[src/pps_pkg.sv]
// Shared types, constants and the multiply-accumulate program of the
// polyline simplifier. Used by pps_ctrl, pps_datapath and the top level.
package pps_pkg;

    localparam int COORD_WIDTH_DEF = 24;
    localparam int TOL_W           = 23;
    localparam int DEG_W           = 12;
    localparam int DEG_SQ_W        = 2 * DEG_W;
    localparam int CFG_DATA_W      = 23;
    localparam int CFG_IDX_W       = 1;

    localparam logic [TOL_W-1:0]    TOL_RESET    = TOL_W'(2048);
    localparam logic [DEG_SQ_W-1:0] DEG_SQ_RESET = DEG_SQ_W'(16);

    localparam int STEP_W   = 5;
    localparam int PROG_LEN = 23;

    typedef enum logic [CFG_IDX_W-1:0] {
        CFG_TOLERANCE  = 1'b0,
        CFG_DEGEN_LEN  = 1'b1
    } cfg_reg_t;

    typedef enum logic [2:0] {
        ST_IDLE,
        ST_START,
        ST_DIFF,
        ST_RUN,
        ST_FLUSH,
        ST_DECIDE,
        ST_FINISH
    } state_t;

    // Multiplier operand sources
    typedef enum logic [3:0] {
        SRC_NONE,
        SRC_A0, SRC_A1, SRC_A2,
        SRC_B0, SRC_B1, SRC_B2,
        SRC_CLO, SRC_CHI,
        SRC_TOL,
        SRC_BB0, SRC_BB1,
        SRC_TB0, SRC_TB1, SRC_TB2
    } src_t;

    // Accumulator targets
    typedef enum logic [2:0] {
        DST_NONE,
        DST_BB,
        DST_XNEW,
        DST_XSUB,
        DST_CC,
        DST_TB,
        DST_RHS
    } dst_t;

    // Product alignment: none, one chunk, one chunk plus one bit, two chunks
    typedef enum logic [1:0] {
        SH_0,
        SH_1,
        SH_1P,
        SH_2
    } shift_t;

    typedef enum logic {
        OUT_NEW,
        OUT_PEND
    } out_sel_t;

    typedef struct packed {
        src_t   src_a;
        src_t   src_b;
        dst_t   dst;
        shift_t sh;
    } mac_step_t;

    typedef struct packed {
        logic      load_in;
        logic      load_diff;
        logic      out_load;
        out_sel_t  out_sel;
        logic      out_last;
        logic      anchor_from_new;
        logic      anchor_from_pend;
        logic      pend_from_new;
        mac_step_t step;
    } ctl_cmd_t;

    localparam mac_step_t STEP_NOP = '{SRC_NONE, SRC_NONE, DST_NONE, SH_0};

    // |b|^2, the three cross components with their squares, and
    // tol * (tol * |b|^2), interleaved so no step reads a value still in flight.
    function automatic mac_step_t prog_step(input logic [STEP_W-1:0] idx);
        mac_step_t s;
        s = STEP_NOP;
        case (idx)
            5'd0:  s = '{SRC_B0,  SRC_B0,  DST_BB,   SH_0};
            5'd1:  s = '{SRC_B1,  SRC_B1,  DST_BB,   SH_0};
            5'd2:  s = '{SRC_B2,  SRC_B2,  DST_BB,   SH_0};
            5'd3:  s = '{SRC_A1,  SRC_B2,  DST_XNEW, SH_0};
            5'd4:  s = '{SRC_A2,  SRC_B1,  DST_XSUB, SH_0};
            5'd5:  s = '{SRC_TOL, SRC_BB0, DST_TB,   SH_0};
            5'd6:  s = '{SRC_CLO, SRC_CLO, DST_CC,   SH_0};
            5'd7:  s = '{SRC_CLO, SRC_CHI, DST_CC,   SH_1P};
            5'd8:  s = '{SRC_CHI, SRC_CHI, DST_CC,   SH_2};
            5'd9:  s = '{SRC_A2,  SRC_B0,  DST_XNEW, SH_0};
            5'd10: s = '{SRC_A0,  SRC_B2,  DST_XSUB, SH_0};
            5'd11: s = '{SRC_TOL, SRC_BB1, DST_TB,   SH_1};
            5'd12: s = '{SRC_CLO, SRC_CLO, DST_CC,   SH_0};
            5'd13: s = '{SRC_CLO, SRC_CHI, DST_CC,   SH_1P};
            5'd14: s = '{SRC_CHI, SRC_CHI, DST_CC,   SH_2};
            5'd15: s = '{SRC_A0,  SRC_B1,  DST_XNEW, SH_0};
            5'd16: s = '{SRC_A1,  SRC_B0,  DST_XSUB, SH_0};
            5'd17: s = '{SRC_TOL, SRC_TB0, DST_RHS,  SH_0};
            5'd18: s = '{SRC_CLO, SRC_CLO, DST_CC,   SH_0};
            5'd19: s = '{SRC_CLO, SRC_CHI, DST_CC,   SH_1P};
            5'd20: s = '{SRC_CHI, SRC_CHI, DST_CC,   SH_2};
            5'd21: s = '{SRC_TOL, SRC_TB1, DST_RHS,  SH_1};
            5'd22: s = '{SRC_TOL, SRC_TB2, DST_RHS,  SH_2};
            default: s = STEP_NOP;
        endcase
        return s;
    endfunction

endpackage

[src/pps_ctrl.sv]
// Controller of the polyline simplifier: path flags, program sequencing and
// output word handshake. Depends on pps_pkg; drives pps_datapath by command.
module pps_ctrl (
    input  logic              aclk,
    input  logic              aresetn,
    input  logic              s_valid,
    output logic              s_ready,
    input  logic              s_final_point,
    output logic              m_valid,
    input  logic              m_ready,
    input  logic              keep,
    output pps_pkg::ctl_cmd_t cmd
);
    import pps_pkg::*;

    state_t            state_reg, state_next;
    logic [STEP_W-1:0] step_reg, step_next;
    logic              started_reg, started_next;
    logic              pend_valid_reg, pend_valid_next;
    logic              fin_reg, fin_next;
    logic              m_valid_reg, m_valid_next;
    logic              out_free;

    assign out_free = !m_valid_reg || m_ready;
    assign m_valid  = m_valid_reg;

    always_ff @(posedge aclk) begin
        if (!aresetn) begin
            state_reg      <= ST_IDLE;
            step_reg       <= '0;
            started_reg    <= 1'b0;
            pend_valid_reg <= 1'b0;
            fin_reg        <= 1'b0;
            m_valid_reg    <= 1'b0;
        end else begin
            state_reg      <= state_next;
            step_reg       <= step_next;
            started_reg    <= started_next;
            pend_valid_reg <= pend_valid_next;
            fin_reg        <= fin_next;
            m_valid_reg    <= m_valid_next;
        end
    end

    always_comb begin
        state_next      = state_reg;
        step_next       = step_reg;
        started_next    = started_reg;
        pend_valid_next = pend_valid_reg;
        fin_next        = fin_reg;
        s_ready         = 1'b0;
        cmd             = '{load_in: 1'b0, load_diff: 1'b0, out_load: 1'b0,
                            out_sel: OUT_NEW, out_last: 1'b0,
                            anchor_from_new: 1'b0, anchor_from_pend: 1'b0,
                            pend_from_new: 1'b0, step: STEP_NOP};

        case (state_reg)
            ST_IDLE: begin
                s_ready = 1'b1;
                if (s_valid) begin
                    cmd.load_in = 1'b1;
                    fin_next    = s_final_point;
                    if (!started_reg) begin
                        state_next = ST_START;
                    end else if (pend_valid_reg) begin
                        state_next = ST_DIFF;
                    end else begin
                        state_next = ST_FINISH;
                    end
                end
            end
            ST_START: begin
                if (out_free) begin
                    cmd.out_load = 1'b1;
                    cmd.out_sel  = OUT_NEW;
                    cmd.out_last = fin_reg;
                    if (!fin_reg) begin
                        cmd.anchor_from_new = 1'b1;
                        started_next        = 1'b1;
                        pend_valid_next     = 1'b0;
                    end
                    state_next = ST_IDLE;
                end
            end
            ST_DIFF: begin
                cmd.load_diff = 1'b1;
                step_next     = '0;
                state_next    = ST_RUN;
            end
            ST_RUN: begin
                cmd.step = prog_step(step_reg);
                if (step_reg == STEP_W'(PROG_LEN - 1)) begin
                    state_next = ST_FLUSH;
                end else begin
                    step_next = step_reg + STEP_W'(1);
                end
            end
            ST_FLUSH: begin
                // last product lands in its accumulator this cycle
                state_next = ST_DECIDE;
            end
            ST_DECIDE: begin
                if (!keep) begin
                    state_next = ST_FINISH;
                end else if (out_free) begin
                    cmd.out_load         = 1'b1;
                    cmd.out_sel          = OUT_PEND;
                    cmd.out_last         = 1'b0;
                    cmd.anchor_from_pend = 1'b1;
                    state_next           = ST_FINISH;
                end
            end
            ST_FINISH: begin
                if (fin_reg) begin
                    if (out_free) begin
                        cmd.out_load    = 1'b1;
                        cmd.out_sel     = OUT_NEW;
                        cmd.out_last    = 1'b1;
                        started_next    = 1'b0;
                        pend_valid_next = 1'b0;
                        state_next      = ST_IDLE;
                    end
                end else begin
                    cmd.pend_from_new = 1'b1;
                    pend_valid_next   = 1'b1;
                    state_next        = ST_IDLE;
                end
            end
            default: begin
                state_next = ST_IDLE;
            end
        endcase
    end

    always_comb begin
        if (cmd.out_load) begin
            m_valid_next = 1'b1;
        end else if (m_ready) begin
            m_valid_next = 1'b0;
        end else begin
            m_valid_next = m_valid_reg;
        end
    end

    a_pend_needs_path: assert property (@(posedge aclk) disable iff (!aresetn)
        pend_valid_reg |-> started_reg)
        else $error("pending point held outside a started path");

    a_no_overwrite: assert property (@(posedge aclk) disable iff (!aresetn)
        cmd.out_load |-> (!m_valid_reg || m_ready))
        else $error("output word overwritten before it was taken");

    a_accept_leaves_idle: assert property (@(posedge aclk) disable iff (!aresetn)
        (s_valid && s_ready) |=> (state_reg != ST_IDLE))
        else $error("accepted word did not start processing");

    a_run_from_diff: assert property (@(posedge aclk) disable iff (!aresetn)
        $rose(state_reg == ST_RUN) |-> ($past(state_reg) == ST_DIFF && step_reg == '0))
        else $error("program started without loading differences");

endmodule

[config.mk]
export PLATFORM = sky130hd
export DESIGN_NAME = pps_ctrl
export DESIGN_NICKNAME = d
export VERILOG_FILES = /design/src/pps_pkg.sv /design/src/pps_ctrl.sv
export SDC_FILE = /design/constraint.sdc
export NUM_CORES = 1
export LEC_CHECK = 0
export BUFFER_PORTS_ARGS = -buffer_cell sky130_fd_sc_hd__buf_2
export CAP_MARGIN = 40
export CORE_ASPECT_RATIO = 1.2
export CORE_MARGIN = 1
export CORE_UTILIZATION = 57
export CTS_BUF_LIST = sky130_fd_sc_hd__clkbuf_8 sky130_fd_sc_hd__clkbuf_16
export CTS_CLUSTER_SIZE = 14
export DETAILED_ROUTE_END_ITERATION = 12
export PLACE_DENSITY_LB_ADDON = 0.25
export SYNTH_ARGS = -nofsm -noshare
export SYNTH_HDL_FRONTEND = slang
export SYNTH_SLANG_ARGS = --single-unit
[constraint.sdc]
create_clock -name aclk -period 3.1 [get_ports aclk]
set_input_delay 0 -clock aclk [delete_from_list [all_inputs] [get_ports aclk]]
set_output_delay 0 -clock aclk [all_outputs]
set_load 0.01 [all_outputs]
## After elaboration in Yosys (flattened, before gate mapping)

Memories as Yosys holds them, arrays and structs flattened. A register that Yosys moved wholly into a read port is not among the register bits.
Cells that the tools add are included.

| storage, ports and cells | value |
|---|---|
| memories | 1 |
| word-level logic and storage cells | 76 |
| input port bits | 6 |
| ROM bits | 416 |
| bits in registers | 12 |
| latch bits | 0 |
| output and inout bits | 23 |
| memory bits (writable) | 0 |

Memories:

| memory | words | width | rd ports | clocked after Yosys merged registers in | wr ports | RTL line | RTL |
|---|---|---|---|---|---|---|---|
| (no name shown) | 32 | 13 | 1 | 1 | 0 | pps_pkg.sv:94 | `case (idx)` |

| cells by class | value |
|---|---|
| muxes and demuxes | 41 |
| equality and inequality tests | 16 |
| divide/modulo/power cells | 0 |
| shifts and indexed selects | 0 |
| bitwise logic cells | 0 |
| add/subtract/negate cells | 1 |
| magnitude comparators | 0 |
| reductions and logical operators | 11 |
| multipliers | 0 |

Operators with widths:

| kind | count |
|---|---|
| $mux 3 | 12 |
| $pmux 3 s7 | 1 |
| $mux 1 | 19 |
| $mux 5 | 3 |
| $ne 2x2->1 const B | 7 |
| $mux 13 | 1 |
| $pmux 5 s2 | 1 |
| $eq 3x3->1 const B | 3 |
| $pmux 3 s3 | 1 |
| $eq 3x2->1 const B | 2 |
| $ne 3x3->1 const B | 2 |
| $reduce_bool 2->1 | 3 |
| $add 5x1->5 const B | 1 |
| $eq 5x5->1 const B | 1 |
| $reduce_and 5->1 | 1 |
| $mux 4 | 1 |
| $pmux 1 s2 | 2 |
| $reduce_and 2->1 | 2 |
| $reduce_and 4->1 | 1 |
| $eq 3x1->1 const B | 1 |
| $logic_not 3->1 | 1 |
| $reduce_and 3->1 | 1 |
| $logic_not 1->1 | 1 |
| $logic_or 1x1->1 | 1 |

## Depth between registers and ports, before layout

Gate-level depths: netlist of run 1.

| logic depth | value |
|---|---|
| word-level depth | 6 |
| depth in mapped cells | 12 |
| gate-level depth less buffers | 12 |

## Worst setup path after synthesis of run 1

Ideal clock, no wire load.

| timing path | value |
|---|---|
| path type | reg-to-reg |
| from | register step_reg[0] |
| to | register with a tool-made name |
| data arrival time | 2.415 ns |
| library setup time | 0.122 ns |
| buffers on the path | 0 |
| stages on the path, launching flop included | 11 |
| setup slack | 0.563 ns |
| clock period less this slack | 2.537 ns |
| data required time | 2.978 ns |
| cells stage by stage | dfxtp_1 -> inv_1 -> ha_1 -> and4b_4 -> or4b_1 -> nand3_1 -> nand2_2 -> ha_1 -> nor2_1 -> a21o_1 -> a221o_1 |

RTL lines:

| element | RTL line | RTL |
|---|---|---|
| start: declaration | pps_ctrl.sv:17 | `logic [STEP_W-1:0] step_reg, step_next;` |
| start signal: assignment | pps_ctrl.sv:37 | `step_reg <= step_next;` |

==> run_results.csv, run 1 <==
group,metric,value,unit
setup_path,r2r_setup_slack,0.33,ns
sta,finalCritPeriodShare,0.895,
sta,worst_pin_slew,0.765,ns
floorplanning,rows,22,
route,wl_per_cell,14.2,um
sta,slew_violations,0,
synth,syn-cell-area,1850,um^2
route,drc,0,
cts,root_buffer,"clkbuf_8",
layout,layout_common_cells,"28 x buf_2, 25 x dfxtp_1, 19 x nor2_1",
cts,cts_buffers,3,
floorplanning,die_x,54.0,um
power,comb_power_share,0.420,
setup_path,crit_required,3.27,ns
power,power_switching,0.429,mW
route,via_per_inst,5.94,
synth,synthArstFlopShare,0,
floorplanning,die_h,64.4,um
sta,final-hold-violation-count,0,
synth,synth.avg_cell_area,7.99,um^2
cts,cts_setup_buffers,0,
setup_path,cp_max_fo,8,
synth,synth_cell_type_count,60,
setup_path,startpoint,"step_reg[0]",
power,power_frac_clock,0.181,
floorplanning,ioPinCount,29,
cts,path_clk_slew,0.09,ns
global_routing,grt_pass1_vias,1570,
flow_run,maxCapViolations,0,
sta,whs,0.0752,ns
setup_path,startpoint_type,"register",
layout,diodes,0,
setup_path,r2r_start,"step_reg[0]",
setup_path,cp-end-kind,"register",
sta,fin_ws,0.325,ns
cts,cts_resized,0,
sta,setup_tns,0,ns
power,leakage,0.941,nW
global_routing,grt_max_degree,18,
layout,syn_to_final_growth,9.01,%
setup_path,arrival,2.94,ns
placed_design,routabilityCongestion,0.857,
power,cellPowerDensity,538,nW/um^2
route,via_count,1712,
layout,final_nets,268,
sta,finalClockSkew,0.00150,ns
cts,clk-insertion-delay-late,0.27,ns
route,initialDrtViolationCount,55,
placed_design,io_buffers,28,
cts,cts_max_path_buffers,2,
synth,synth_edf_count,0,
floorplanning,core-area,3080,um^2
power,p_int,0.655,mW
sta,max_freq,360,MHz
floorplanning,start_util,0.599,
layout,postLayoutCoreUtil,0.653,
floorplanning,floorplan.die_area,3470,um^2
setup_path,path_class,"register to register",
layout,final_common_cell,"buf_2",
power,design_power_total,1.08,mW
synth,ys_seq_area_frac,0.271,
global_routing,antenna_found_initial,0,
cts,htreeDepth,1,
placed_design,dp_hpwl,3000,um
cts,cts_tree,"done",
synth,yosys_warnings,0,
power,power_frac_seq,0.398,
synth,ys_seq_elements,25,
hold_path,hp-class,"input pin to register",
power,swShare,0.396,
cts,cts_hold_buffers,1,
synth,synth_nets,246,
sta,slew_headroom,0.490,
global_routing,grt_pass1_wl,6670,um
global_routing,gr-total-overflow,0,
outcome,status,"finished clean",
setup_path,r2r_cells,10,
route,ant_nets,0,
layout,drive_gt1_frac,0.198,
route,drt_first_pass_iters,4,
power,vdd_ir_drop_max,0.480,mV
sta,setup_violations,0,
synth,syn_inst,231,
synth,ys.flop_type,"dfxtp_1",
route,routed_wl,4090,um
sta,layout_min_cycle_time,2.77,ns
cts,clock_sinks,25,
sta,rsz0062_at_grt,"no",
global_routing,grt_use_total,0.259,
placed_design,dp_slack,0.367,ns
[metrics by stage]
stage | cells | instance area (um^2)
2_1_floorplan | 231 | 1850
3_3_place_gp | 283 | 1950
3_5_place_dp | 283 | 1950
4_1_cts | 288 | 2010
5_1_grt | 288 | 2010
6_report | 288 | 2010
[cells by family (layout without fill, tap and decap cells)]
family,count (synthesis),in the layout,share of synthesized area
flip-flops,25,25,0.271
multiplexers,8,8,0.0440
AO/OA/AOI/OAI,66,66,0.244
XOR/XNOR,3,3,0.0142
adder cells (fa/ha/maj),9,9,0.0610
AND/OR/NAND/NOR,87,87,0.262
buffers and inverters,33,54,0.104
[how the worst min path moves through the flow]
stage | from | endpoint | slack, ns | cells after the start
final | aresetn | step_reg[1] | 0.08 | 3
after global routing | aresetn | step_reg[1] | 0.11 | 3
after floorplan | s_final_point | fin_reg | 0.15 | 2
after detailed placement | s_final_point | fin_reg | 0.25 | 3
after global placement | s_final_point | fin_reg | 0.24 | 3
after CTS | aresetn | step_reg[1] | 0.07 | 3
[area by class of cell]
cell class / instances / area, um^2
clock buffer: 3 / 41.3
timing repair buffer: 35 / 195
inverter: 15 / 70.1
fill: 300 / 1070
sequential: 25 / 500
multi-input combinational: 173 / 1150
tap: 36 / 45.0
clock inverter: 1 / 7.51
[critical path: stages (launching register included)]
cell and delay [ns]:
dfxtp_1 0.36, inv_1 0.09, ha_1 0.22, and4b_4 0.20
or4b_1 0.48, nand3_1 0.16, nand2_2 0.13, ha_1 0.43
nor2_1 0.11, a21o_1 0.17, a221o_1 0.31
[power groups by stage]
stage	clock, mW	combinational [mW]	sequential [mW]
global placement	0	0.450	0.435
detailed placement	0	0.452	0.436
global route	0.214	0.511	0.438
finish	0.197	0.456	0.431
CTS	0.201	0.455	0.428
floorplan	0	0.412	0.380
[synthesized netlist by cell type, types with 2 or more instances]
library cell | number | share of area
nand3_1 | 7 | 0.019
buf_4 | 5 | 0.020
o22ai_1 | 2 | 0.0068
buf_6 | 2 | 0.012
nor2b_1 | 3 | 0.010
dfxtp_1 | 25 | 0.27
a21o_1 | 5 | 0.020
nor3_1 | 7 | 0.019
a31o_2 | 2 | 0.0095
o21ai_1 | 2 | 0.0054
o21ai_0 | 14 | 0.038
o21a_1 | 3 | 0.012
xnor2_1 | 3 | 0.014
a221o_1 | 2 | 0.011
a32oi_1 | 2 | 0.0095
and3_1 | 2 | 0.0068
clkbuf_1 | 6 | 0.012
and2_1 | 16 | 0.054
o2111ai_1 | 2 | 0.0095
o32ai_1 | 2 | 0.0095
inv_1 | 11 | 0.022
a31oi_1 | 4 | 0.014
o31ai_1 | 2 | 0.0081
buf_2 | 4 | 0.011
nand2b_1 | 5 | 0.017
nand2_1 | 16 | 0.033
mux2i_1 | 7 | 0.038
ha_1 | 9 | 0.061
o2bb2ai_1 | 2 | 0.0095
nor2_1 | 19 | 0.039
a21oi_1 | 11 | 0.030
[routing by layer]
| metal | vias to the layer above | global-route usage | routed length [um] |
|---|---|---|---|
| met5 | - | 0 | 0 |
| li1 | 862 | - | - |
| met2 | 49 | 0.438 | 2010 |
| met3 | 9 | 0.0476 | 188 |
| met1 | 792 | 0.314 | 1810 |
| met4 | 0 | 0.0888 | 72 |
Power figures use the tool's default switching activity.
==> run 2, diff against run 1 <==
--- a/config.mk
+++ b/config.mk
@@ -8,8 +8,8 @@
 export BUFFER_PORTS_ARGS = -buffer_cell sky130_fd_sc_hd__buf_2
 export CAP_MARGIN = 40
 export CORE_ASPECT_RATIO = 1.2
-export CORE_MARGIN = 1
-export CORE_UTILIZATION = 57
+export CORE_MARGIN = 2
+export CORE_UTILIZATION = 45
 export CTS_BUF_LIST = sky130_fd_sc_hd__clkbuf_8 sky130_fd_sc_hd__clkbuf_16
 export CTS_CLUSTER_SIZE = 14
 export DETAILED_ROUTE_END_ITERATION = 12
==> run 2 against run 1 <==
Fmax increased by 1.4%. Sequential cell count is the same. Clock skew is 0.0023 ns higher. Via count shrank 1.7%. Global-route usage down 8.1 points. Non-clock buffer count down 1.
==> run_results.csv, run 2 (same netlist as run 1, synthesis figures left out) <==
group,metric,value,unit
outcome,status,"finished clean",
floorplanning,rows,25,
setup_path,critical_path.max_stage_delay,0.46,ns
sta,whs,0.0443,ns
cts,clock_sinks,25,
route,drt_first_pass_iters,4,
cts,path_clk_slew,0.09,ns
setup_path,crit_path_frequent_cell,"ha_1",
cts,cts_resized,0,
layout,drive_gt1_frac,0.195,
route,drc,0,
sta,finalClockSkew,0.00383,ns
floorplanning,ioPinCount,29,
setup_path,path_cells,"inv_1, ha_1, and4b_4, or4b_1, nand3_1, nand2_2, ha_1, nor2_1, a21o_1, a221o_1",
global_routing,grtUsageMet3,0.0227,
cts,cts_max_path_buffers,2,
global_routing,grt_util_met2,0.325,
route,via_count,1683,
sta,finalCritPeriodShare,0.883,
power,vdd_ir_drop_max,0.190,mV
layout,layout_common_cells,"28 x buf_2, 25 x dfxtp_1, 19 x nor2_1",
sta,max_freq,365,MHz
cts,cts_setup_buffers,0,
power,cellPowerDensity,533,nW/um^2
global_routing,grt_max_degree,21,
placed_design,routabilityCongestion,0.916,
floorplanning,die_x,62.5,um
layout,postLayoutCoreUtil,0.514,
placed_design,dp_slack,0.391,ns
cts,root_buffer,"clkbuf_8",
flow_run,maxCapViolations,0,
sta,layout_min_cycle_time,2.74,ns
setup_path,cp_slowest_cell,"or4b_1",
setup_path,path_class,"register to register",
sta,slew_headroom,0.519,
setup_path,startpoint_type,"register",
setup_path,arrival,2.90,ns
floorplanning,die_h,74.2,um
layout,final_common_cell,"buf_2",
placed_design,io_buffers,28,
floorplanning,core-area,3940,um^2
sta,setup_tns,0,ns
global_routing,grt.busiest_layer,"met2",
global_routing,antenna_found_initial,0,
cts,cts_buffers,3,
layout,diodes,0,
floorplanning,floorplan.die_area,4630,um^2
layout,n_fill_cell,399,
global_routing,grt_pass1_wl,6670,um
global_routing,grt_pass1_vias,1454,
layout,syn_to_final_growth,9.69,%
sta,rsz0062_at_grt,"no",
layout,final_nets,267,
floorplanning,start_util,0.469,
cts,cts_tree,"done",
sta,setup_violations,0,
global_routing,gr-total-overflow,0,
sta,worst_pin_slew,0.721,ns
route,initialDrtViolationCount,111,
route,routed_wl,4070,um
hold_path,hp-class,"input pin to register",
sta,slew_violations,0,
power,design_power_total,1.08,mW
cts,clk-insertion-delay-late,0.27,ns
route,via_per_inst,5.52,
setup_path,crit_required,3.26,ns
setup_path,cp_max_fo,8,
sta,final-hold-violation-count,0,
sta,fin_ws,0.363,ns
global_routing,use_met1,0.219,
route,wl_per_cell,13.3,um
route,ant_nets,0,
cts,htreeDepth,1,
global_routing,grt_use_total,0.178,
power,leakage,0.940,nW
placed_design,dp_hpwl,3050,um
setup_path,cp-end-kind,"register",
run 2: area by class of cell:
type / count / area (um^2) / area share
multi-input cells: 173 / 1150 / 0.569
flip-flops and latches: 25 / 500 / 0.247
repair buffers: 34 / 188 / 0.0926
inverters: 15 / 70.1 / 0.0346
well taps: 54 / 67.6 / 0.0334
clock buffers: 3 / 41.3 / 0.0204
clock inverters: 1 / 5.00 / 0.00247
run 2: worst paths after layout:
kind / from / endpoint / slack, ns / depth (start not counted)
setup / recovery: step_reg[0] / register / 0.36 / 10
hold / removal: aresetn / step_reg[1] / 0.04 / 3
setup reg to reg: step_reg[0] / register / 0.36 / 10
hold reg to reg: started_reg / started_reg / 0.52 / 2
run 2: report_power, final:
group	internal [mW]	switching, mW	leakage, nW
sequential	0.359	0.0707	0.203
clock	0.0899	0.104	0.0255
combinational	0.205	0.252	0.712
total	0.654	0.426	0.940
run 2: metal layers:
metal  wire [um]  vias up
li1            -      860
met1        1820      756
met2        1990       60
met3         189        7
met4          70        0
met5           0        -
run 2: metrics by stage:
step | area, um^2 | std cells
2_1_floorplan | 1850 | 231
3_3_place_gp | 1970 | 300
3_5_place_dp | 1970 | 300
4_1_cts | 2030 | 305
5_1_grt | 2030 | 305
6_report | 2030 | 305
run 2: repair_timing:
| action | 4_1_cts | 5_1_grt |
|---|---|---|
| hold endpoints to repair | 1 | 0 |
| setup endpoints to repair | 0 | 0 |
| hold buffers | 1 | 0 |
run 2: worst max-delay path: cells and delay by family (launching register included):
kind,cells,cell delay [ns]
AOI/OAI and AO/OA,2,0.48
and+or+nand+nor,5,1.05
buffers and inverters,1,0.09
adders and majority gates,2,0.64
DFF,1,0.36
