### src/pps_pkg.sv
// Shared types, constants and the multiply-accumulate program of the
// polyline simplifier. Used by pps_ctrl, pps_datapath and the top level.
package pps_pkg;

    localparam int COORD_WIDTH_DEF = 24;
    localparam int TOL_W           = 23;
    localparam int DEG_W           = 12;
    localparam int DEG_SQ_W        = 2 * DEG_W;
    localparam int CFG_DATA_W      = 23;
    localparam int CFG_IDX_W       = 1;

    localparam logic [TOL_W-1:0]    TOL_RESET    = TOL_W'(2048);
    localparam logic [DEG_SQ_W-1:0] DEG_SQ_RESET = DEG_SQ_W'(16);

    localparam int STEP_W   = 5;
    localparam int PROG_LEN = 23;

    typedef enum logic [CFG_IDX_W-1:0] {
        CFG_TOLERANCE  = 1'b0,
        CFG_DEGEN_LEN  = 1'b1
    } cfg_reg_t;

    typedef enum logic [2:0] {
        ST_IDLE,
        ST_START,
        ST_DIFF,
        ST_RUN,
        ST_FLUSH,
        ST_DECIDE,
        ST_FINISH
    } state_t;

    // Multiplier operand sources
    typedef enum logic [3:0] {
        SRC_NONE,
        SRC_A0, SRC_A1, SRC_A2,
        SRC_B0, SRC_B1, SRC_B2,
        SRC_CLO, SRC_CHI,
        SRC_TOL,
        SRC_BB0, SRC_BB1,
        SRC_TB0, SRC_TB1, SRC_TB2
    } src_t;

    // Accumulator targets
    typedef enum logic [2:0] {
        DST_NONE,
        DST_BB,
        DST_XNEW,
        DST_XSUB,
        DST_CC,
        DST_TB,
        DST_RHS
    } dst_t;

    // Product alignment: none, one chunk, one chunk plus one bit, two chunks
    typedef enum logic [1:0] {
        SH_0,
        SH_1,
        SH_1P,
        SH_2
    } shift_t;

    typedef enum logic {
        OUT_NEW,
        OUT_PEND
    } out_sel_t;

    typedef struct packed {
        src_t   src_a;
        src_t   src_b;
        dst_t   dst;
        shift_t sh;
    } mac_step_t;

    typedef struct packed {
        logic      load_in;
        logic      load_diff;
        logic      out_load;
        out_sel_t  out_sel;
        logic      out_last;
        logic      anchor_from_new;
        logic      anchor_from_pend;
        logic      pend_from_new;
        mac_step_t step;
    } ctl_cmd_t;

    localparam mac_step_t STEP_NOP = '{SRC_NONE, SRC_NONE, DST_NONE, SH_0};

    // |b|^2, the three cross components with their squares, and
    // tol * (tol * |b|^2), interleaved so no step reads a value still in flight.
    function automatic mac_step_t prog_step(input logic [STEP_W-1:0] idx);
        mac_step_t s;
        s = STEP_NOP;
        case (idx)
            5'd0:  s = '{SRC_B0,  SRC_B0,  DST_BB,   SH_0};
            5'd1:  s = '{SRC_B1,  SRC_B1,  DST_BB,   SH_0};
            5'd2:  s = '{SRC_B2,  SRC_B2,  DST_BB,   SH_0};
            5'd3:  s = '{SRC_A1,  SRC_B2,  DST_XNEW, SH_0};
            5'd4:  s = '{SRC_A2,  SRC_B1,  DST_XSUB, SH_0};
            5'd5:  s = '{SRC_TOL, SRC_BB0, DST_TB,   SH_0};
            5'd6:  s = '{SRC_CLO, SRC_CLO, DST_CC,   SH_0};
            5'd7:  s = '{SRC_CLO, SRC_CHI, DST_CC,   SH_1P};
            5'd8:  s = '{SRC_CHI, SRC_CHI, DST_CC,   SH_2};
            5'd9:  s = '{SRC_A2,  SRC_B0,  DST_XNEW, SH_0};
            5'd10: s = '{SRC_A0,  SRC_B2,  DST_XSUB, SH_0};
            5'd11: s = '{SRC_TOL, SRC_BB1, DST_TB,   SH_1};
            5'd12: s = '{SRC_CLO, SRC_CLO, DST_CC,   SH_0};
            5'd13: s = '{SRC_CLO, SRC_CHI, DST_CC,   SH_1P};
            5'd14: s = '{SRC_CHI, SRC_CHI, DST_CC,   SH_2};
            5'd15: s = '{SRC_A0,  SRC_B1,  DST_XNEW, SH_0};
            5'd16: s = '{SRC_A1,  SRC_B0,  DST_XSUB, SH_0};
            5'd17: s = '{SRC_TOL, SRC_TB0, DST_RHS,  SH_0};
            5'd18: s = '{SRC_CLO, SRC_CLO, DST_CC,   SH_0};
            5'd19: s = '{SRC_CLO, SRC_CHI, DST_CC,   SH_1P};
            5'd20: s = '{SRC_CHI, SRC_CHI, DST_CC,   SH_2};
            5'd21: s = '{SRC_TOL, SRC_TB1, DST_RHS,  SH_1};
            5'd22: s = '{SRC_TOL, SRC_TB2, DST_RHS,  SH_2};
            default: s = STEP_NOP;
        endcase
        return s;
    endfunction

endpackage

### src/pps_datapath.sv
// Datapath of the polyline simplifier: point registers, differences, one shared
// multiplier with accumulators, configuration registers and output register.
// Depends on pps_pkg; steered by pps_ctrl through ctl_cmd_t.
module pps_datapath #(
    parameter int COORD_WIDTH = pps_pkg::COORD_WIDTH_DEF
) (
    input  logic                                aclk,
    input  logic                                aresetn,
    input  pps_pkg::ctl_cmd_t                   cmd,
    output logic                                keep,
    input  logic signed [COORD_WIDTH-1:0]       s_coord_x,
    input  logic signed [COORD_WIDTH-1:0]       s_coord_y,
    input  logic signed [COORD_WIDTH-1:0]       s_coord_z,
    input  logic                                cfg_valid,
    input  logic [pps_pkg::CFG_IDX_W-1:0]       cfg_index,
    input  logic [pps_pkg::CFG_DATA_W-1:0]      cfg_data,
    output logic signed [COORD_WIDTH-1:0]       m_out_x,
    output logic signed [COORD_WIDTH-1:0]       m_out_y,
    output logic signed [COORD_WIDTH-1:0]       m_out_z,
    output logic                                m_end_of_path
);
    import pps_pkg::*;

    localparam int W   = COORD_WIDTH;
    localparam int MW  = (W + 1 > TOL_W) ? W + 1 : TOL_W;
    localparam int AW  = 4 * MW;
    localparam int XW  = 2 * W + 2;
    localparam int CMW = 2 * W + 1;
    localparam int BBW = 2 * W + 2;
    localparam int CCW = 4 * W + 4;
    localparam int TBW = 2 * W + 25;
    localparam int RHW = 2 * W + 48;

    logic signed [W-1:0] new_reg  [3];
    logic signed [W-1:0] pend_reg [3];
    logic signed [W-1:0] anc_reg  [3];
    logic [W-1:0]        a_mag_reg [3];
    logic [W-1:0]        b_mag_reg [3];
    logic                a_neg_reg [3];
    logic                b_neg_reg [3];

    logic [TOL_W-1:0]    tol_reg;
    logic [DEG_SQ_W-1:0] deg_sq_reg;

    logic [2*MW-1:0]       prod_reg;
    logic                  prod_neg_reg;
    dst_t                  dst_reg;
    shift_t                sh_reg;
    logic [BBW-1:0]        bb_reg;
    logic signed [XW-1:0]  cross_reg;
    logic [CCW-1:0]        cc_reg;
    logic [TBW-1:0]        tb_reg;
    logic [RHW-1:0]        rhs_reg;

    logic signed [W-1:0] out_x_reg, out_y_reg, out_z_reg;
    logic                out_last_reg;

    logic signed [W:0]   da [3];
    logic signed [W:0]   db [3];
    logic [W:0]          da_abs [3];
    logic [W:0]          db_abs [3];

    logic [XW-1:0]       cabs;
    logic [AW-1:0]       cmag_ext, bb_ext, tb_ext, prod_ext, term;
    logic [MW-1:0]       op_a, op_b;
    logic                sgn_a, sgn_b;
    logic signed [XW-1:0] xt, xs;

    // Differences to the anchor, split into magnitude and sign
    always_comb begin
        for (int k = 0; k < 3; k++) begin
            da[k]     = {pend_reg[k][W-1], pend_reg[k]} - {anc_reg[k][W-1], anc_reg[k]};
            db[k]     = {new_reg[k][W-1], new_reg[k]} - {anc_reg[k][W-1], anc_reg[k]};
            da_abs[k] = da[k][W] ? -da[k] : da[k];
            db_abs[k] = db[k][W] ? -db[k] : db[k];
        end
    end

    assign cabs     = cross_reg[XW-1] ? -cross_reg : cross_reg;
    assign cmag_ext = AW'(cabs[CMW-1:0]);
    assign bb_ext   = AW'(bb_reg);
    assign tb_ext   = AW'(tb_reg);

    always_comb begin
        op_a  = '0;
        sgn_a = 1'b0;
        case (cmd.step.src_a)
            SRC_A0:  begin op_a = MW'(a_mag_reg[0]); sgn_a = a_neg_reg[0]; end
            SRC_A1:  begin op_a = MW'(a_mag_reg[1]); sgn_a = a_neg_reg[1]; end
            SRC_A2:  begin op_a = MW'(a_mag_reg[2]); sgn_a = a_neg_reg[2]; end
            SRC_B0:  begin op_a = MW'(b_mag_reg[0]); sgn_a = b_neg_reg[0]; end
            SRC_B1:  begin op_a = MW'(b_mag_reg[1]); sgn_a = b_neg_reg[1]; end
            SRC_B2:  begin op_a = MW'(b_mag_reg[2]); sgn_a = b_neg_reg[2]; end
            SRC_CLO: op_a = cmag_ext[MW-1:0];
            SRC_CHI: op_a = cmag_ext[2*MW-1:MW];
            SRC_TOL: op_a = MW'(tol_reg);
            SRC_BB0: op_a = bb_ext[MW-1:0];
            SRC_BB1: op_a = bb_ext[2*MW-1:MW];
            SRC_TB0: op_a = tb_ext[MW-1:0];
            SRC_TB1: op_a = tb_ext[2*MW-1:MW];
            SRC_TB2: op_a = tb_ext[3*MW-1:2*MW];
            default: op_a = '0;
        endcase
    end

    always_comb begin
        op_b  = '0;
        sgn_b = 1'b0;
        case (cmd.step.src_b)
            SRC_A0:  begin op_b = MW'(a_mag_reg[0]); sgn_b = a_neg_reg[0]; end
            SRC_A1:  begin op_b = MW'(a_mag_reg[1]); sgn_b = a_neg_reg[1]; end
            SRC_A2:  begin op_b = MW'(a_mag_reg[2]); sgn_b = a_neg_reg[2]; end
            SRC_B0:  begin op_b = MW'(b_mag_reg[0]); sgn_b = b_neg_reg[0]; end
            SRC_B1:  begin op_b = MW'(b_mag_reg[1]); sgn_b = b_neg_reg[1]; end
            SRC_B2:  begin op_b = MW'(b_mag_reg[2]); sgn_b = b_neg_reg[2]; end
            SRC_CLO: op_b = cmag_ext[MW-1:0];
            SRC_CHI: op_b = cmag_ext[2*MW-1:MW];
            SRC_TOL: op_b = MW'(tol_reg);
            SRC_BB0: op_b = bb_ext[MW-1:0];
            SRC_BB1: op_b = bb_ext[2*MW-1:MW];
            SRC_TB0: op_b = tb_ext[MW-1:0];
            SRC_TB1: op_b = tb_ext[2*MW-1:MW];
            SRC_TB2: op_b = tb_ext[3*MW-1:2*MW];
            default: op_b = '0;
        endcase
    end

    // Align the registered product for its accumulator
    assign prod_ext = AW'(prod_reg);
    always_comb begin
        case (sh_reg)
            SH_0:    term = prod_ext;
            SH_1:    term = prod_ext << MW;
            SH_1P:   term = prod_ext << (MW + 1);
            SH_2:    term = prod_ext << (2 * MW);
            default: term = prod_ext;
        endcase
    end

    assign xt = signed'(XW'(prod_reg));
    assign xs = prod_neg_reg ? -xt : xt;

    assign keep = (bb_ext < AW'(deg_sq_reg)) || (AW'(cc_reg) > AW'(rhs_reg));

    // Multiplier stage and pipelined accumulate control
    always_ff @(posedge aclk) begin
        if (!aresetn) begin
            dst_reg <= DST_NONE;
            sh_reg  <= SH_0;
        end else begin
            dst_reg <= cmd.step.dst;
            sh_reg  <= cmd.step.sh;
        end
    end

    always_ff @(posedge aclk) begin
        prod_reg     <= op_a * op_b;
        prod_neg_reg <= sgn_a ^ sgn_b;
    end

    always_ff @(posedge aclk) begin
        if (cmd.load_diff) begin
            bb_reg  <= '0;
            cc_reg  <= '0;
            tb_reg  <= '0;
            rhs_reg <= '0;
            for (int k = 0; k < 3; k++) begin
                a_mag_reg[k] <= da_abs[k][W-1:0];
                a_neg_reg[k] <= da[k][W];
                b_mag_reg[k] <= db_abs[k][W-1:0];
                b_neg_reg[k] <= db[k][W];
            end
        end else begin
            case (dst_reg)
                DST_BB:   bb_reg    <= bb_reg + term[BBW-1:0];
                DST_XNEW: cross_reg <= xs;
                DST_XSUB: cross_reg <= cross_reg - xs;
                DST_CC:   cc_reg    <= cc_reg + term[CCW-1:0];
                DST_TB:   tb_reg    <= tb_reg + term[TBW-1:0];
                DST_RHS:  rhs_reg   <= rhs_reg + term[RHW-1:0];
                default:  ;
            endcase
        end
    end

    // Point registers
    always_ff @(posedge aclk) begin
        if (cmd.load_in) begin
            new_reg[0] <= s_coord_x;
            new_reg[1] <= s_coord_y;
            new_reg[2] <= s_coord_z;
        end
        if (cmd.pend_from_new) begin
            pend_reg <= new_reg;
        end
        if (cmd.anchor_from_new) begin
            anc_reg <= new_reg;
        end else if (cmd.anchor_from_pend) begin
            anc_reg <= pend_reg;
        end
    end

    // Output word
    always_ff @(posedge aclk) begin
        if (cmd.out_load) begin
            if (cmd.out_sel == OUT_PEND) begin
                out_x_reg <= pend_reg[0];
                out_y_reg <= pend_reg[1];
                out_z_reg <= pend_reg[2];
            end else begin
                out_x_reg <= new_reg[0];
                out_y_reg <= new_reg[1];
                out_z_reg <= new_reg[2];
            end
            out_last_reg <= cmd.out_last;
        end
    end

    assign m_out_x       = out_x_reg;
    assign m_out_y       = out_y_reg;
    assign m_out_z       = out_z_reg;
    assign m_end_of_path = out_last_reg;

    // Configuration registers; the degenerate length is kept squared
    always_ff @(posedge aclk) begin
        if (!aresetn) begin
            tol_reg    <= TOL_RESET;
            deg_sq_reg <= DEG_SQ_RESET;
        end else if (cfg_valid) begin
            case (cfg_reg_t'(cfg_index))
                CFG_TOLERANCE: tol_reg    <= cfg_data[TOL_W-1:0];
                CFG_DEGEN_LEN: deg_sq_reg <= cfg_data[DEG_W-1:0] * cfg_data[DEG_W-1:0];
                default:       ;
            endcase
        end
    end

    a_clear_when_quiet: assert property (@(posedge aclk) disable iff (!aresetn)
        cmd.load_diff |-> (dst_reg == DST_NONE))
        else $error("accumulators cleared while a product was landing");

endmodule

### config.mk
export PLATFORM = sky130hd
export DESIGN_NAME = pps_datapath
export DESIGN_NICKNAME = d
export VERILOG_FILES = /design/src/pps_pkg.sv /design/src/pps_datapath.sv
export SDC_FILE = /design/constraint.sdc
export NUM_CORES = 2
export LEC_CHECK = 0
export BUFFER_PORTS_ARGS = -buffer_cell sky130_fd_sc_hd__buf_2
export CORE_AREA = 2 2 650 394
export CTS_CLUSTER_SIZE = 20
export DETAILED_ROUTE_END_ITERATION = 10
export DIE_AREA = 0 0 652 396
export HOLD_SLACK_MARGIN = 0.02
export PLACE_DENSITY = 0.6
export REMOVE_ABC_BUFFERS = 1
export SETUP_SLACK_MARGIN = 0.05
export SYNTH_ARGS = -nofsm -noshare
export SYNTH_HDL_FRONTEND = slang
export SYNTH_SLANG_ARGS = --single-unit
### constraint.sdc
create_clock -name aclk -period 28.4 [get_ports aclk]
set_input_delay 5.68 -clock aclk [delete_from_list [all_inputs] [get_ports aclk]]
set_output_delay 5.68 -clock aclk [all_outputs]
set_load 0.01 [all_outputs]
## Yosys cells after proc, flatten, opt, wreduce, memory -nomap -nowiden

Memories as Yosys holds them, arrays and structs flattened.
Cells that the tools add are included.

- Add/subtract/negate cells: 19
- Multiply operators: 2
- Order comparisons: 2
- Eq/ne operators: 37
- Mux-type cells: 21
- Bitwise operators: 3
- Reductions and logical operators: 7

Operator list:

| kind | count |
|---|---|
| 25-bit one-hot mux with 14 select lines | 2 |
| 100-bit one-hot mux with 4 select lines | 1 |
| 24-bit 2-to-1 mux | 9 |
| 24-bit by 24-bit subtractor with 25-bit output | 6 |
| 72-bit 2-to-1 mux | 2 |
| 24-bit negator | 6 |
| 100-bit adder | 1 |
| 100-bit by 96-bit > comparator with 1-bit output | 1 |
| 50-bit one-hot mux with 2 select lines | 1 |
| 96-bit adder | 1 |
| 73-bit adder | 1 |
| 4-bit equality test (second input constant) | 14 |
| 50-bit adder | 1 |
| 50-bit by 24-bit less-than comparator with 1-bit output | 1 |
| 25-bit by 25-bit multiplier with 50-bit output | 1 |
| 50-bit 2-to-1 mux | 1 |
| 50-bit negator | 1 |
| 50-bit subtractor | 1 |
| 49-bit 2-to-1 mux | 1 |
| 49-bit negator | 1 |
| 4-bit by 3-bit equality test with 1-bit output (second input constant) | 8 |
| 12-bit by 12-bit multiplier with 24-bit output | 1 |
| 4-bit by 2-bit equality test with 1-bit output (second input constant) | 4 |
| 1-bit one-hot mux with 6 select lines | 2 |
| 13 further kinds | 23 |

- Bits in registers: 761
- Memory bits (writable): 150
- Input bits: 120
- Output and inout bits: 74
- Word-level logic and storage cells: 119
- Memories: 4

Memories:

| name | words | bits a word | rd ports | clocked after Yosys merged registers in | wr ports | RTL line | text |
|---|---|---|---|---|---|---|---|
| a_mag_reg | 3 | 24 | 3 | 0 | 3 | pps_datapath.sv:37 | `logic [W-1:0] a_mag_reg [3];` |
| b_mag_reg | 3 | 24 | 3 | 0 | 3 | pps_datapath.sv:38 | `logic [W-1:0] b_mag_reg [3];` |
| a_neg_reg | 3 | 1 | 3 | 0 | 3 | pps_datapath.sv:39 | `logic a_neg_reg [3];` |
| b_neg_reg | 3 | 1 | 3 | 0 | 3 | pps_datapath.sv:40 | `logic b_neg_reg [3];` |

## Logic depth before layout (Yosys ltp)

- Depth in word-level cells: 4
- Depth in mapped cells: 42
- Mapped depth without buffers: 41

## Worst setup path before layout

OpenSTA, ideal clock, no wires.

- Path type: input to register
- From: input port cmd[10] (netlist bit)
- To: register prod_reg[45]
- Library setup time: 0.131 ns
- Arrival: 13.749 ns
- Required time: 28.269 ns
- Setup slack: 14.521 ns
- Stages: 34
- Buffers on the path: 4
- Cells stage by stage: nand2b_1 -> nor2_1 -> clkbuf_1 -> clkbuf_1 -> a22oi_1 -> nand3_1 -> nor2_1 -> o21ai_1 -> clkbuf_1 -> nand2b_1 -> fa_1 -> fa_1 -> inv_1 -> fa_1 -> fa_1 -> fa_1 -> fa_1 -> inv_1 -> fa_1 -> inv_1 -> ha_1 -> buf_2 -> a41o_1 -> a21oi_1 -> nor2_1 -> a211oi_1 -> o21ai_0 -> a21oi_1 -> o21ai_0 -> a211o_1 -> a21oi_1 -> o21ba_2 -> o31ai_1 -> xor2_1

- Cells in the longest elaborated chain, start to end: 3
- Elaborated cells between the ends (all ways): 16
- Classes of those cells: mul (1); eq/ne (14); mux (1)

RTL lines:

| item | RTL line | text |
|---|---|---|
| start: declaration | pps_datapath.sv:9 | `input pps_pkg::ctl_cmd_t cmd,` |
| 4-bit equality test (tied with other cells) | pps_datapath.sv:87 | `case (cmd.step.src_a)` |
| 25-bit one-hot mux with 14 select lines (*) | pps_datapath.sv:87 |  |
| 25-bit by 25-bit multiplier with 50-bit output (*) | pps_datapath.sv:157 | `prod_reg <= op_a * op_b;` |
| end signal: assignment | pps_datapath.sv:157 |  |
| end: declaration | pps_datapath.sv:45 | `logic [2*MW-1:0] prod_reg;` |

Every way passes the cells marked *; elsewhere a longest branch is shown, timed or not.
A chain may end at the register's enable or synchronous reset.

## Final worst setup path

Same ends and word-level chain as after synthesis.

==> results.yml <==
synthesis:
  synth_area_leader_cell: "edfxtp_1"
  synthArstFlopShare: 0
  syn_inst: 11120
  synthFlopType: "edfxtp_1"
  synth_area_per_cell_um2: 8.577
  synthDistinctLibCells: 87
  ys_warn_count: 0
  ys_seq_area_frac: 0.2423
  yosysMostFrequentCell: "inv_1"
  synthTopCellsByCount: "1094 x inv_1, 991 x nand2_1, 971 x a21oi_1"
  synth_edf_count: 489
  ys_seq_elements: 910
  synth_top_area_share: 0.1539
  synth_area_leaders: "edfxtp_1 15%, fa_1 13%, ha_1 11%"
  netlist_area_um2: 95390
setup_path:
  crit_top_cell: "fa_1"
  path_max_fanout: 25
  slowest_stage: "nor2_4"
  worstPathRequired_ns: 28.97
  crit_arrival_ns: 15.91
  endpoint_kind: "register"
  critPathKind: "in2reg"
  ff2ff_path_depth: 37
  worst-r2r-setup-slack_ns: 15.74
  r2r_end: "prod_reg[45]$_DFF_P_"
  slowest_delay_ns: 0.82
  r2r-start: "cross_reg[2]$_DFFE_PP_"
  critPathLaunchType: "input port"
detailed_routing:
  postRouteAntennaNets: 0
  wl_met3_um: 44200
  routed_wl_um: 389500
  m1WireLength_um: 189500
  dr_wl_met2_um: 146100
  first_pass_iters: 8
  wire_per_inst_um: 26.83
  routed_via_density: 5.895
  route.detailed.drc: 0
  drtIter0Drc: 10320
  top_layer_used: "met5"
  vias: 85590
cts:
  clk_pin_slew_ns: 0.06
  post-cts-setup-buffer-count: 0
  cts_tree: "done"
  htree_levels: 3
  ctsResizeCount: 0
  clk_path_buf_depth: 3
  clockRootBuffer: "clkbuf_16"
  cts_sinks: 910
  holdBufCountCts: 0
  insertion_delay_ns: 0.78
  cts_made_buffers: 98
min_path:
  hp-start: "deg_sq_reg[20]$_SDFFE_PN0P_"
  hold_end: "deg_sq_reg[20]$_SDFFE_PN0P_"
  holdPathStages: 2
  min_path_type: "reg2reg"
pwr:
  pwr-share-seq: 0.216
  comb_power_share: 0.628
  internal_power_w: 0.004560
  power_density_nw_per_um2: 88.90
  p_clk_frac: 0.156
  ir_drop_uv: 163.6
  netSwitchingFraction: 0.5065
  leakage_nw: 45.22
  p_switching_w: 0.004679
die:
  initial_core_util: 0.3787
  die-width_um: 652
  fp.dieH_um: 396
  pin_count: 194
  dieArea_um2: 258200
  core_area_um2: 251900
  fp-row-count: 143
timing:
  relSlewSlack: 0.1308
  min_period_over_period: 0.5404
  grt_setup_unrepaired: "false"
  worst_pin_slew_ns: 1.301
  max_freq_mhz: 65.16
  fin_setup_tns_ns: 0
  slew_viol_final: 0
  finalSetupViolCount: 0
  fin_skew_ns: 0.09886
  final_hold_viol_count: 0
  fin_crit_ns: 15.35
place:
  port_buffers: 193
  dp_hpwl_um: 306500
  dpl.cell_count: 14320
  routabilityCongestion: 0.9985
global_route:
  grtUsageTotal: 0.2948
  grt_start_max_net_pins: 99
  antenna_found_initial: 24
  grt_pass1_wl_um: 567900
  grt_pass1_vias: 81010
  grt_overflow: 0
final_layout:
  layout-drive-gt1-share: 0.09853
  instances_no_fill: 14520
  fillers: 25020
  final_nets: 12700
  largest_reg_flops: 100
  areaGrowthSynthToFinish_pct: 8.948
outcome:
  status: "finished, final reports clean"
run:
  maxCapViolCount: 0
## logic make-up (layout without fill, tap and decap cells)
logic type               after synthesis  count (layout)  synth area share
AND/OR/NAND/NOR                     3344            3344            0.1714
AO/OA/AOI/OAI                       2890            2890            0.1942
buffers and inverters               1612            1664           0.06372
adder cells (fa/ha/maj)             1490            1490            0.2438
flip-flops                           910             910            0.2423
XOR/XNOR                             710             710           0.06519
multiplexers                         166             166           0.01927
other                                  0              10                 0
## worst max-delay path by stage
stage,start,to,slack (ns)
after global placement,cmd[10],prod_reg[45]$_DFF_P_,12.81
after floorplan,cmd[8],prod_reg[45]$_DFF_P_,13.62
after CTS,cmd[10],prod_reg[45]$_DFF_P_,13.34
after global routing,cmd[10],prod_reg[45]$_DFF_P_,12.74
after detailed placement,cmd[10],prod_reg[49]$_DFF_P_,12.64
final,cmd[10],prod_reg[45]$_DFF_P_,13.05
## per-layer routing
layer	track usage	vias up
li1	-	38730
met1	0.4603	42350
met2	0.3892	4044
met3	0.08570	455
met4	0.06599	10
met5	0	-
## critical path, delay by kind of cell
kind,cells,cell delay [ns]
AOI/OAI and AO/OA,13,3.62
buffers and inverters,4,1.10
adders and majority gates,8,3.60
and+or+nand+nor,5,1.68
xor gates and xnor gates,1,0.15
## layout by cell type (no fill, tap or decap), types with 38 or more instances in the layout
cell and instances:
a21o_1 372, ha_1 875, a21oi_1 959, mux2_2 141, a211oi_1 67, o31ai_1 75, a221oi_1 105, xnor2_1 402
a31oi_1 75, nand2_1 990, o21bai_1 88, and3_1 87, or3_1 64, a22o_1 97, or2_2 294, nor2_1 770
buf_4 196, o21ai_0 477, and2_1 135, a22oi_1 116, edfxtp_1 489, nor4_1 41, nor3_1 124, o21a_1 95
fa_1 615, nor3_2 40, buf_2 187, nand3b_1 38, inv_1 1093, nand2b_1 225, clkbuf_16 100, nand4_1 148
nor2b_1 113, nand3_1 164, dfxtp_1 419, xor2_1 308, a21boi_0 54
## final cells by class
cell class / instances / area, um2 / share of cell area
Inverter: 1094 / 4106 / 0.03951
Tap cell: 3335 / 4173 / 0.04015
Clock buffer: 120 / 2668 / 0.02567
Clock inverter: 66 / 844.6 / 0.008127
Timing Repair Buffer: 384 / 2422 / 0.02331
Sequential cell: 910 / 23120 / 0.2225
Multi-Input combinational cell: 8600 / 66570 / 0.6405
Antenna cell: 10 / 25.02 / 0.0002408
## per-stage QoR
step	worst slack [ns]	cell area (um2)	power, W	hold slack (ns)	util
floorplan	13.62	93420	0.005545	0.4407	-
global placement	12.81	100400	0.007694	0.4627	0.3985
detailed placement	12.64	100400	0.007699	0.4672	0.3985
CTS	13.34	103900	0.009189	0.4775	0.4124
global route	12.74	103900	0.009889	0.4957	0.4125
finish	13.05	103900	0.009239	0.4734	0.4125
## power groups by stage
stage | clock network [W] | logic, W | registers, W
CTS | 0.00147 | 0.00575 | 0.00197
finish | 0.00144 | 0.00580 | 0.00200
detailed placement | 0 | 0.00570 | 0.00200
global route | 0.00152 | 0.00638 | 0.00199
global placement | 0 | 0.00569 | 0.00200
floorplan | 0 | 0.00376 | 0.00179
Note: power is estimated with default switching activity, not from simulation.
